### config.mk
export PLATFORM = sky130hd
export DESIGN_NAME = bgrx_to_yuv420_converter_top
export DESIGN_NICKNAME = d
export VERILOG_FILES = /design/src/hdl/b2y_pkg.sv /design/src/hdl/b2y_ctrl.sv /design/src/hdl/b2y_datapath.sv /design/src/hdl/bgrx_to_yuv420_converter_top.sv
export VERILOG_INCLUDE_DIRS = /design/src /design/src/hdl
export SDC_FILE = /design/constraint.sdc
export NUM_CORES = 2
export LEC_CHECK = 0
export BUFFER_PORTS_ARGS = -buffer_cell sky130_fd_sc_hd__buf_2
export CAP_MARGIN = 15
export CORE_ASPECT_RATIO = 1.2
export CORE_UTILIZATION = 55
export DETAILED_ROUTE_END_ITERATION = 12
export PLACE_DENSITY = 0.78
export SYNTH_ARGS = -nofsm -noshare
export SYNTH_HDL_FRONTEND = slang
export SYNTH_SLANG_ARGS = --single-unit
### constraint.sdc
create_clock -name clk_i -period 7.65 [get_ports clk_i]
set_input_delay 1.1475 -clock clk_i [delete_from_list [all_inputs] [get_ports clk_i]]
set_output_delay 1.1475 -clock clk_i [all_outputs]
set_load 0.01 [all_outputs]
### src/hdl/bgrx_to_yuv420_converter_top_macros.svh
// ----------------------------------------------------------------------------
// bgrx to yuv420 converter assertion macros
// concurrent checks that vanish in synthesis builds
// ----------------------------------------------------------------------------
`ifndef BGRX_TO_YUV420_CONVERTER_TOP_MACROS_SVH
`define BGRX_TO_YUV420_CONVERTER_TOP_MACROS_SVH

`ifndef SYNTHESIS

// same-cycle implication under reset
`define B2Y_ASSERT_IMPLY(label, clk, rst_n, ante, cons, msg) \
  label: assert property (@(posedge clk) disable iff (!rst_n) (ante) |-> (cons)) \
    else $error(msg);

// next-cycle implication under reset
`define B2Y_ASSERT_NEXT(label, clk, rst_n, ante, cons, msg) \
  label: assert property (@(posedge clk) disable iff (!rst_n) (ante) |=> (cons)) \
    else $error(msg);

`else

`define B2Y_ASSERT_IMPLY(label, clk, rst_n, ante, cons, msg)

`define B2Y_ASSERT_NEXT(label, clk, rst_n, ante, cons, msg)

`endif

`endif

### src/hdl/b2y_pkg.sv
// ----------------------------------------------------------------------------
// b2y package
// shared widths, coefficients, codes and control types of the converter
// ----------------------------------------------------------------------------
package b2y_pkg;

  // field and counter widths
  localparam int DIM_W     = 13;
  localparam int CNT_W     = 12;
  localparam int PIX_W     = 8;
  localparam int LIDX_W    = 24;
  localparam int CIDX_W    = 22;
  localparam int CFG_IDX_W = 4;
  localparam int MAX_DIM   = 4096;

  // fixed-point arithmetic
  localparam int COEF_BITS = 16;
  localparam int PROD_W    = COEF_BITS + PIX_W;
  localparam int DIFF_W    = PROD_W + 1;
  localparam int MUL_W     = DIFF_W + COEF_BITS + 1;
  localparam int HI_W      = MUL_W - 2 * COEF_BITS;

  localparam longint ONE_Q    = longint'(1) << COEF_BITS;
  localparam longint K_R_L    = ((longint'(299) << COEF_BITS) + 500) / 1000;
  localparam longint K_B_L    = ((longint'(114) << COEF_BITS) + 500) / 1000;
  localparam longint K_G_L    = ONE_Q - K_R_L - K_B_L;
  localparam longint K_CB_L   = ((longint'(5642) << COEF_BITS) + 5000) / 10000;
  localparam longint K_CR_L   = ((longint'(713) << COEF_BITS) + 500) / 1000;

  localparam logic [COEF_BITS-1:0] K_R  = COEF_BITS'(K_R_L);
  localparam logic [COEF_BITS-1:0] K_G  = COEF_BITS'(K_G_L);
  localparam logic [COEF_BITS-1:0] K_B  = COEF_BITS'(K_B_L);
  localparam logic [COEF_BITS-1:0] K_CB = COEF_BITS'(K_CB_L);
  localparam logic [COEF_BITS-1:0] K_CR = COEF_BITS'(K_CR_L);

  // reset dimensions
  localparam logic [DIM_W-1:0] RESET_WIDTH  = DIM_W'(640);
  localparam logic [DIM_W-1:0] RESET_HEIGHT = DIM_W'(480);

  // configuration register indexes
  typedef enum logic [CFG_IDX_W-1:0] {
    CFG_FRAME_WIDTH  = CFG_IDX_W'(0),
    CFG_FRAME_HEIGHT = CFG_IDX_W'(1)
  } cfg_reg_e;

  // controller states
  typedef enum logic [2:0] {
    S_IDLE,
    S_PROD,
    S_DIFF,
    S_CHROMA,
    S_FINISH
  } state_e;

  // commands from controller to datapath
  typedef struct packed {
    logic load_in;
    logic step_prod;
    logic step_diff;
    logic step_chroma;
    logic load_out;
  } dp_cmd_t;

  // status from datapath to controller
  typedef struct packed {
    logic out_free;
  } dp_status_t;

  // even, at least two, at most the largest frame dimension
  function automatic logic [DIM_W-1:0] eff_dim(input logic [DIM_W-1:0] raw);
    logic [DIM_W-1:0] d;
    d = {raw[DIM_W-1:1], 1'b0};
    if (d < DIM_W'(2)) begin
      d = DIM_W'(2);
    end
    if (d > DIM_W'(MAX_DIM)) begin
      d = DIM_W'(MAX_DIM);
    end
    return d;
  endfunction

endpackage

### src/hdl/b2y_ctrl.sv
// ----------------------------------------------------------------------------
// b2y controller
// sequences one pixel through the datapath stages and the output register
// ----------------------------------------------------------------------------
module b2y_ctrl (
  input  logic                clk_i,
  input  logic                rst_ni,
  input  logic                in_valid_i,
  input  b2y_pkg::dp_status_t status_i,
  output b2y_pkg::dp_cmd_t    cmd_o,
  output logic                busy_o
);
  import b2y_pkg::*;

  state_e state_q, state_d;

  // state register
  always_ff @(posedge clk_i or negedge rst_ni) begin
    if (!rst_ni) begin
      state_q <= S_IDLE;
    end else begin
      state_q <= state_d;
    end
  end

  // next state
  always_comb begin
    state_d = state_q;
    case (state_q)
      S_IDLE: begin
        if (in_valid_i) begin
          state_d = S_PROD;
        end
      end
      S_PROD:   state_d = S_DIFF;
      S_DIFF:   state_d = S_CHROMA;
      S_CHROMA: state_d = S_FINISH;
      S_FINISH: begin
        if (status_i.out_free) begin
          state_d = S_IDLE;
        end
      end
      default:  state_d = S_IDLE;
    endcase
  end

  // datapath commands
  always_comb begin
    cmd_o  = '0;
    busy_o = 1'b1;
    case (state_q)
      S_IDLE: begin
        busy_o        = 1'b0;
        cmd_o.load_in = in_valid_i;
      end
      S_PROD:   cmd_o.step_prod   = 1'b1;
      S_DIFF:   cmd_o.step_diff   = 1'b1;
      S_CHROMA: cmd_o.step_chroma = 1'b1;
      S_FINISH: cmd_o.load_out    = status_i.out_free;
      default:  busy_o            = 1'b1;
    endcase
  end

endmodule

### src/hdl/b2y_datapath.sv
// ----------------------------------------------------------------------------
// b2y datapath
// frame counters, color arithmetic stages, index math and output register
// ----------------------------------------------------------------------------
module b2y_datapath (
  input  logic                                clk_i,
  input  logic                                rst_ni,
  input  b2y_pkg::dp_cmd_t                    cmd_i,
  output b2y_pkg::dp_status_t                 status_o,
  input  logic                                cfg_we_i,
  input  logic [b2y_pkg::CFG_IDX_W-1:0]       cfg_index_i,
  input  logic [b2y_pkg::DIM_W-1:0]           cfg_data_i,
  input  logic [b2y_pkg::PIX_W-1:0]           blue_i,
  input  logic [b2y_pkg::PIX_W-1:0]           green_i,
  input  logic [b2y_pkg::PIX_W-1:0]           red_i,
  output logic                                out_valid_o,
  input  logic                                out_stall_i,
  output logic [b2y_pkg::PIX_W-1:0]           luma_value_o,
  output logic [b2y_pkg::LIDX_W-1:0]          luma_index_o,
  output logic                                chroma_valid_o,
  output logic [b2y_pkg::PIX_W-1:0]           blue_diff_value_o,
  output logic [b2y_pkg::PIX_W-1:0]           red_diff_value_o,
  output logic [b2y_pkg::CIDX_W-1:0]          chroma_index_o,
  output logic                                frame_end_o
);
  import b2y_pkg::*;

  // configuration, kept as effective dimensions
  logic [DIM_W-1:0] width_q, height_q;

  always_ff @(posedge clk_i or negedge rst_ni) begin
    if (!rst_ni) begin
      width_q  <= RESET_WIDTH;
      height_q <= RESET_HEIGHT;
    end else if (cfg_we_i) begin
      case (cfg_index_i)
        CFG_FRAME_WIDTH:  width_q  <= eff_dim(cfg_data_i);
        CFG_FRAME_HEIGHT: height_q <= eff_dim(cfg_data_i);
        default:          width_q  <= width_q;
      endcase
    end
  end

  // position clamp and wrap
  logic [CNT_W-1:0] col_q, row_q, col_d, row_d;
  logic [CNT_W-1:0] col_last, row_last, col_c, row_c;
  logic             last_col, last_row;

  always_comb begin
    col_last = CNT_W'(width_q - DIM_W'(1));
    row_last = CNT_W'(height_q - DIM_W'(1));
    col_c    = (col_q > col_last) ? col_last : col_q;
    row_c    = (row_q > row_last) ? row_last : row_q;
    last_col = (col_c == col_last);
    last_row = (row_c == row_last);
    if (last_col) begin
      col_d = '0;
      row_d = last_row ? '0 : row_c + CNT_W'(1);
    end else begin
      col_d = col_c + CNT_W'(1);
      row_d = row_c;
    end
  end

  always_ff @(posedge clk_i or negedge rst_ni) begin
    if (!rst_ni) begin
      col_q <= '0;
      row_q <= '0;
    end else if (cmd_i.load_in) begin
      col_q <= col_d;
      row_q <= row_d;
    end
  end

  // captured pixel and its position
  logic [PIX_W-1:0] blue_q, green_q, red_q;
  logic [CNT_W-1:0] pcol_q, prow_q;
  logic             chroma_q, fend_q;

  always_ff @(posedge clk_i) begin
    if (cmd_i.load_in) begin
      blue_q   <= blue_i;
      green_q  <= green_i;
      red_q    <= red_i;
      pcol_q   <= col_c;
      prow_q   <= row_c;
      chroma_q <= ~col_c[0] & ~row_c[0];
      fend_q   <= last_col & last_row;
    end
  end

  // stage one: weighted color products
  logic [PROD_W-1:0] pr_q, pg_q, pb_q;

  always_ff @(posedge clk_i) begin
    if (cmd_i.step_prod) begin
      pr_q <= PROD_W'(red_q)   * PROD_W'(K_R);
      pg_q <= PROD_W'(green_q) * PROD_W'(K_G);
      pb_q <= PROD_W'(blue_q)  * PROD_W'(K_B);
    end
  end

  // stage two: luma sum, color differences and plane indexes
  logic [PROD_W-1:0]        ysum_d, ysum_q;
  logic signed [DIFF_W-1:0] dcb_q, dcr_q;
  logic [2*CNT_W:0]         lprod;
  logic [2*CNT_W-2:0]       cprod;
  logic [LIDX_W-1:0]        lidx_q;
  logic [CIDX_W-1:0]        cidx_q;

  assign ysum_d = pr_q + pg_q + pb_q;
  assign lprod  = (2*CNT_W+1)'(prow_q) * (2*CNT_W+1)'(width_q);
  assign cprod  = (2*CNT_W-1)'(prow_q[CNT_W-1:1]) * (2*CNT_W-1)'(width_q[DIM_W-1:1]);

  always_ff @(posedge clk_i) begin
    if (cmd_i.step_diff) begin
      ysum_q <= ysum_d;
      dcb_q  <= $signed({1'b0, blue_q, COEF_BITS'(0)}) - $signed({1'b0, ysum_d});
      dcr_q  <= $signed({1'b0, red_q, COEF_BITS'(0)}) - $signed({1'b0, ysum_d});
      lidx_q <= LIDX_W'(lprod + (2*CNT_W+1)'(pcol_q));
      cidx_q <= CIDX_W'(cprod + (2*CNT_W-1)'(pcol_q[CNT_W-1:1]));
    end
  end

  // stage three: chroma scaling, integer part kept
  logic signed [MUL_W-1:0] cb_prod, cr_prod;
  logic signed [HI_W-1:0]  cb_hi_q, cr_hi_q;

  assign cb_prod = $signed(dcb_q) * $signed({1'b0, K_CB});
  assign cr_prod = $signed(dcr_q) * $signed({1'b0, K_CR});

  always_ff @(posedge clk_i) begin
    if (cmd_i.step_chroma) begin
      cb_hi_q <= cb_prod[MUL_W-1:2*COEF_BITS];
      cr_hi_q <= cr_prod[MUL_W-1:2*COEF_BITS];
    end
  end

  // offset and clamp to a byte
  logic signed [HI_W+1:0] cb_off, cr_off;
  logic [PIX_W-1:0]       cb_byte, cr_byte;

  always_comb begin
    cb_off = (HI_W+2)'(cb_hi_q) + (HI_W+2)'(128);
    cr_off = (HI_W+2)'(cr_hi_q) + (HI_W+2)'(128);
    if (cb_off < 0) begin
      cb_byte = '0;
    end else if (cb_off > (HI_W+2)'(255)) begin
      cb_byte = '1;
    end else begin
      cb_byte = PIX_W'(cb_off);
    end
    if (cr_off < 0) begin
      cr_byte = '0;
    end else if (cr_off > (HI_W+2)'(255)) begin
      cr_byte = '1;
    end else begin
      cr_byte = PIX_W'(cr_off);
    end
  end

  // output register
  logic out_valid_q;

  assign status_o.out_free = ~out_valid_q | ~out_stall_i;

  always_ff @(posedge clk_i or negedge rst_ni) begin
    if (!rst_ni) begin
      out_valid_q <= 1'b0;
    end else if (cmd_i.load_out) begin
      out_valid_q <= 1'b1;
    end else if (!out_stall_i) begin
      out_valid_q <= 1'b0;
    end
  end

  always_ff @(posedge clk_i) begin
    if (cmd_i.load_out) begin
      luma_value_o      <= ysum_q[PROD_W-1:COEF_BITS];
      luma_index_o      <= lidx_q;
      chroma_valid_o    <= chroma_q;
      blue_diff_value_o <= chroma_q ? cb_byte : '0;
      red_diff_value_o  <= chroma_q ? cr_byte : '0;
      chroma_index_o    <= chroma_q ? cidx_q : '0;
      frame_end_o       <= fend_q;
    end
  end

  assign out_valid_o = out_valid_q;

endmodule

### src/hdl/bgrx_to_yuv420_converter_top.sv
// ----------------------------------------------------------------------------
// bgrx to yuv420 converter top
// Takes one BGRX pixel per item in raster order and returns its full-range
// BT.601 luma byte with the luma-plane index; on even column and even row the
// same item also carries Cb and Cr bytes (no averaging) with the quarter-plane
// index, and the last pixel of a frame is flagged. An item occupies the block
// from acceptance through three arithmetic stages (color products, luma sum
// with differences and indexes, chroma scaling), run one after another
// through a single set of stage registers, up to the load of the output
// register; a stalled output holds the block in its last step. Frame width and
// height are rounded down to even and limited to 2..4096; write them only while
// the block is idle. The configuration port is always ready.
// ----------------------------------------------------------------------------
`include "bgrx_to_yuv420_converter_top_macros.svh"

module bgrx_to_yuv420_converter_top (
  input  logic                          clk_i,
  input  logic                          rst_ni,
  // pixel input
  input  logic                          in_valid_i,
  output logic                          in_stall_o,
  input  logic [b2y_pkg::PIX_W-1:0]     blue_i,
  input  logic [b2y_pkg::PIX_W-1:0]     green_i,
  input  logic [b2y_pkg::PIX_W-1:0]     red_i,
  // result output
  output logic                          out_valid_o,
  input  logic                          out_stall_i,
  output logic [b2y_pkg::PIX_W-1:0]     luma_value_o,
  output logic [b2y_pkg::LIDX_W-1:0]    luma_index_o,
  output logic                          chroma_valid_o,
  output logic [b2y_pkg::PIX_W-1:0]     blue_diff_value_o,
  output logic [b2y_pkg::PIX_W-1:0]     red_diff_value_o,
  output logic [b2y_pkg::CIDX_W-1:0]    chroma_index_o,
  output logic                          frame_end_o,
  // configuration writes
  input  logic                          cfg_valid_i,
  output logic                          cfg_ready_o,
  input  logic [b2y_pkg::CFG_IDX_W-1:0] cfg_index_i,
  input  logic [b2y_pkg::DIM_W-1:0]     cfg_data_i
);
  import b2y_pkg::*;

  dp_cmd_t    cmd;
  dp_status_t status;
  logic       busy;

  assign in_stall_o  = busy;
  assign cfg_ready_o = 1'b1;

  // controller
  b2y_ctrl u_ctrl (
    .clk_i      (clk_i),
    .rst_ni     (rst_ni),
    .in_valid_i (in_valid_i),
    .status_i   (status),
    .cmd_o      (cmd),
    .busy_o     (busy)
  );

  // datapath
  b2y_datapath u_datapath (
    .clk_i             (clk_i),
    .rst_ni            (rst_ni),
    .cmd_i             (cmd),
    .status_o          (status),
    .cfg_we_i          (cfg_valid_i & cfg_ready_o),
    .cfg_index_i       (cfg_index_i),
    .cfg_data_i        (cfg_data_i),
    .blue_i            (blue_i),
    .green_i           (green_i),
    .red_i             (red_i),
    .out_valid_o       (out_valid_o),
    .out_stall_i       (out_stall_i),
    .luma_value_o      (luma_value_o),
    .luma_index_o      (luma_index_o),
    .chroma_valid_o    (chroma_valid_o),
    .blue_diff_value_o (blue_diff_value_o),
    .red_diff_value_o  (red_diff_value_o),
    .chroma_index_o    (chroma_index_o),
    .frame_end_o       (frame_end_o)
  );

  // checks
  `B2Y_ASSERT_NEXT(a_busy_after_accept, clk_i, rst_ni, in_valid_i && !in_stall_o, in_stall_o, "item accepted but block not busy next cycle")
  `B2Y_ASSERT_IMPLY(a_chroma_zero, clk_i, rst_ni, out_valid_o && !chroma_valid_o, blue_diff_value_o == '0 && red_diff_value_o == '0 && chroma_index_o == '0, "chroma fields not zero without chroma")
  `B2Y_ASSERT_IMPLY(a_frame_end_odd, clk_i, rst_ni, out_valid_o && frame_end_o, !chroma_valid_o, "last pixel of frame flagged with chroma")
  `B2Y_ASSERT_IMPLY(a_load_when_free, clk_i, rst_ni, cmd.load_out, status.out_free, "output register loaded while full and stalled")

endmodule
==> results.cfg <==
[routing]
drt-initial-drc-count = 1632
vias = 28218
antenna_left = 0
vias_per_cell = 5.43
routed_wl_mm = 90.8
dr.pass1.iters = 6
drc_errors = 0
wl_per_cell_um = 17.5

[grt]
grt_pass1_vias = 29497
grt-ovfl-total = 0
antenna_found_initial = 0
groute.usage.overall_pct = 23.9
grt_max_degree = 75
grt_pass1_wl_mm = 150

[critical_path]
cp.depth = 21
cp_common_cell = fa_1
endpoint = u_datapath.cr_hi_q[8]
rr_worst_depth = 21
cp.arrival_ns = 7.12
r2r_end = u_datapath.cr_hi_q[8]
worstReg2RegStart = u_datapath.dcr_q[4]
max_stage_delay_ns = 0.79
path_buf_inv = 3
worstSetupPathType = reg2reg
reg2reg_setup_slack_ns = 0.83
crit_fanout = 11
cp_top_family = compound AO/OA/AOI/OAI gates
cp.required_ns = 7.95
end_kind = register
cp-start-kind = register
worstSetupStartpoint = u_datapath.dcr_q[4]
cpMaxStageDelayCell = edfxtp_1
crit_chain = ha_1 -> xnor2_1 -> nor2b_1 -> a21oi_1 -> fa_1 -> inv_1 -> fa_1 -> fa_1 -> inv_1 -> fa_1 -> inv_1 -> ha_1 -> a2111oi_0 -> o21ai_0 -> a211oi_1 -> o211ai_1 -> a31oi_1 -> o21ai_0 -> a211o_1 -> a21oi_1 -> xnor2_1

[yosys]
avgSynthCellArea_um2 = 10.5
synthTopCellsByArea = fa_1 24%, edfxtp_1 21%, ha_1 20%
syn-instance-count = 4044
synthArstFlopShare_pct = 14.7
syn_area_mm2 = 0.0424
syn_nets = 5289
synthFlopType = edfxtp_1
ys_seq_elements = 348
synth_area_leader_cell = fa_1
synth_cell_types = 87
synth_seq_area_share_pct = 24.0
synth_top_area_share_pct = 24.1
yosys_warnings = 0
synth-edff-count = 297

[clock_tree]
clkSinkCount = 348
htree_num_levels = 2
clkTransAtPathRegs_ns = 0.07
post_cts_buffers = 0
clkLatencyLatePin_ns = 0.58
cts_tree = yes
clock_path_buffers = 3
holdBufCountCts = 0
post_cts_resized = 0
numCtsBuffers = 37
clockRootBuffer = clkbuf_16

[layout]
final_common_cell = inv_1
layout-drive-gt1-share_pct = 5.98
fillers = 6294
most-common-layout-cells = 937 x inv_1, 689 x ha_1, 510 x fa_1
nets = 5398
n_antenna_cell = 0
syn_to_final_growth_pct = 7.14

[place]
globalplace.congestion = 0.918
dp_hpwl_mm = 74.4
numPortBuffers = 118

[min_path]
min_path_type = reg2reg

[sta]
tns_ns = 0
skew_ns = 0.0433
hold_viol = 0
period_minus_slack_ns = 6.82
maxSlewViolCount = 0
fmax_mhz = 147
max_slew_margin_pct = 18.4
setup_viol = 0
rsz0062_at_grt = false
tightest_slew_ns = 1.22
finalCritPeriodShare_pct = 89.1

[die]
start_util_pct = 55.6
rows = 111
ioPinCount = 121
die-area_mm2 = 0.0783
core_mm2 = 0.0764
fp.dieW_um = 256
die_height_um = 306

[flow_run]
cap_viol_max_count = 0

[status]
outcome = finished clean
## worst min-delay path by stage
stage / startpoint / to / cells after the start
after floorplan: u_datapath.fend_q / u_datapath.frame_end_o / 0
after global placement: u_datapath.lidx_q[12] / u_datapath.luma_index_o[12] / 0
after detailed placement: u_datapath.lidx_q[6] / u_datapath.luma_index_o[6] / 0
after CTS: u_datapath.lidx_q[5] / u_datapath.luma_index_o[5] / 0
after global routing: u_datapath.lidx_q[5] / u_datapath.luma_index_o[5] / 0
final: u_datapath.lidx_q[5] / u_datapath.luma_index_o[5] / 0
## layer usage
| metal | vias to the layer above | track usage, % | wire length [um] |
|---|---|---|---|
| li1 | 13484 | - | - |
| met1 | 13948 | 30.8 | 38900 |
| met2 | 605 | 42.5 | 45000 |
| met3 | 181 | 2.40 | 3980 |
| met4 | 0 | 7.21 | 2840 |
| met5 | - | 0 | 0 |
## cell families after synthesis
family / synth area share [%]
flops: 24.0
other cells: 0.00884
mux: 0.336
compound gates: 8.65
buf+inv: 8.91
fa+ha+maj: 44.4
simple gates: 8.22
xor+xnor: 5.47
## cells in the mapped netlist, drive strengths merged (5+ instances only)
library cell and instances:
o21a 48, nand2b 33, o22ai 5, nor3b 6
o21ai 111, xnor2 151, a21o 66, a211o 6
xor2 83, o311ai 8, ha 689, nor2b 21
o21bai 17, nor3 48, a221oi 6, nand4 25
nor2 126, clkbuf 60, or4 5, o31ai 19
o211ai 11, a211oi 16, a21boi 10, xnor3 11
nand3 45, a2111oi 7, or3 20, a22oi 5
mux2i 12, or2 24, a31oi 18, and2 97
and3 17, fa 510, buf 5, nor4 17
dfstp 6, dfrtp 45, a41oi 6, edfxtp 297
a21oi 146, inv 938, nand2 178, o2111ai 7
## cell type report
class | instances | area, um2 | share of cell area [%]
clock buffers | 47 | 1020 | 2.23
clock inverters | 20 | 240 | 0.528
inverters | 938 | 3520 | 7.74
multi-input cells | 2693 | 28500 | 62.6
flip-flops and latches | 348 | 10200 | 22.4
well taps | 1017 | 1270 | 2.80
repair buffers | 135 | 738 | 1.62
## per-stage QoR
step	cells	setup WS [ns]	hold WS (ns)	instance area, um2	utilization, %
global route	5198	0.413	0.414	45500	59.5
global placement	5130	1.01	0.403	44200	57.9
floorplan	4044	1.68	0.400	42400	-
detailed placement	5130	0.902	0.406	44200	57.9
CTS	5197	0.826	0.409	45400	59.5
finish	5198	0.833	0.412	45500	59.5
## registers in the layout, indices dropped and copies added, names as in the netlist, 8 cells and up
name and flops:
u_datapath.blue_diff_value_o 8, u_datapath.blue_q 8, u_datapath.cb_hi_q 10, u_datapath.chroma_index_o 22, u_datapath.cidx_q 22, u_datapath.col_q 12
u_datapath.cr_hi_q 10, u_datapath.dcb_q 9, u_datapath.dcr_q 25, u_datapath.green_q 8, u_datapath.height_q 11, u_datapath.lidx_q 24
u_datapath.luma_index_o 24, u_datapath.luma_value_o 8, u_datapath.pb_q 21, u_datapath.pcol_q 12, u_datapath.pg_q 23, u_datapath.pr_q 23
u_datapath.prow_q 12, u_datapath.red_diff_value_o 8, u_datapath.red_q 8, u_datapath.row_q 12, u_datapath.width_q 12, u_datapath.ysum_q 8
## worst reg2reg max path: cells and delay by family, from the launching register on
family	cells	cell delay (ns)
simple gates	1	0.08
fa+ha+maj	6	2.50
compound gates	9	2.59
flops	1	0.79
xor+xnor	2	0.40
buf+inv	3	0.19
Power is left out: the tool's default activity adds up to more than one toggle a clock period on the data nets, which glitch-free logic cannot reach.
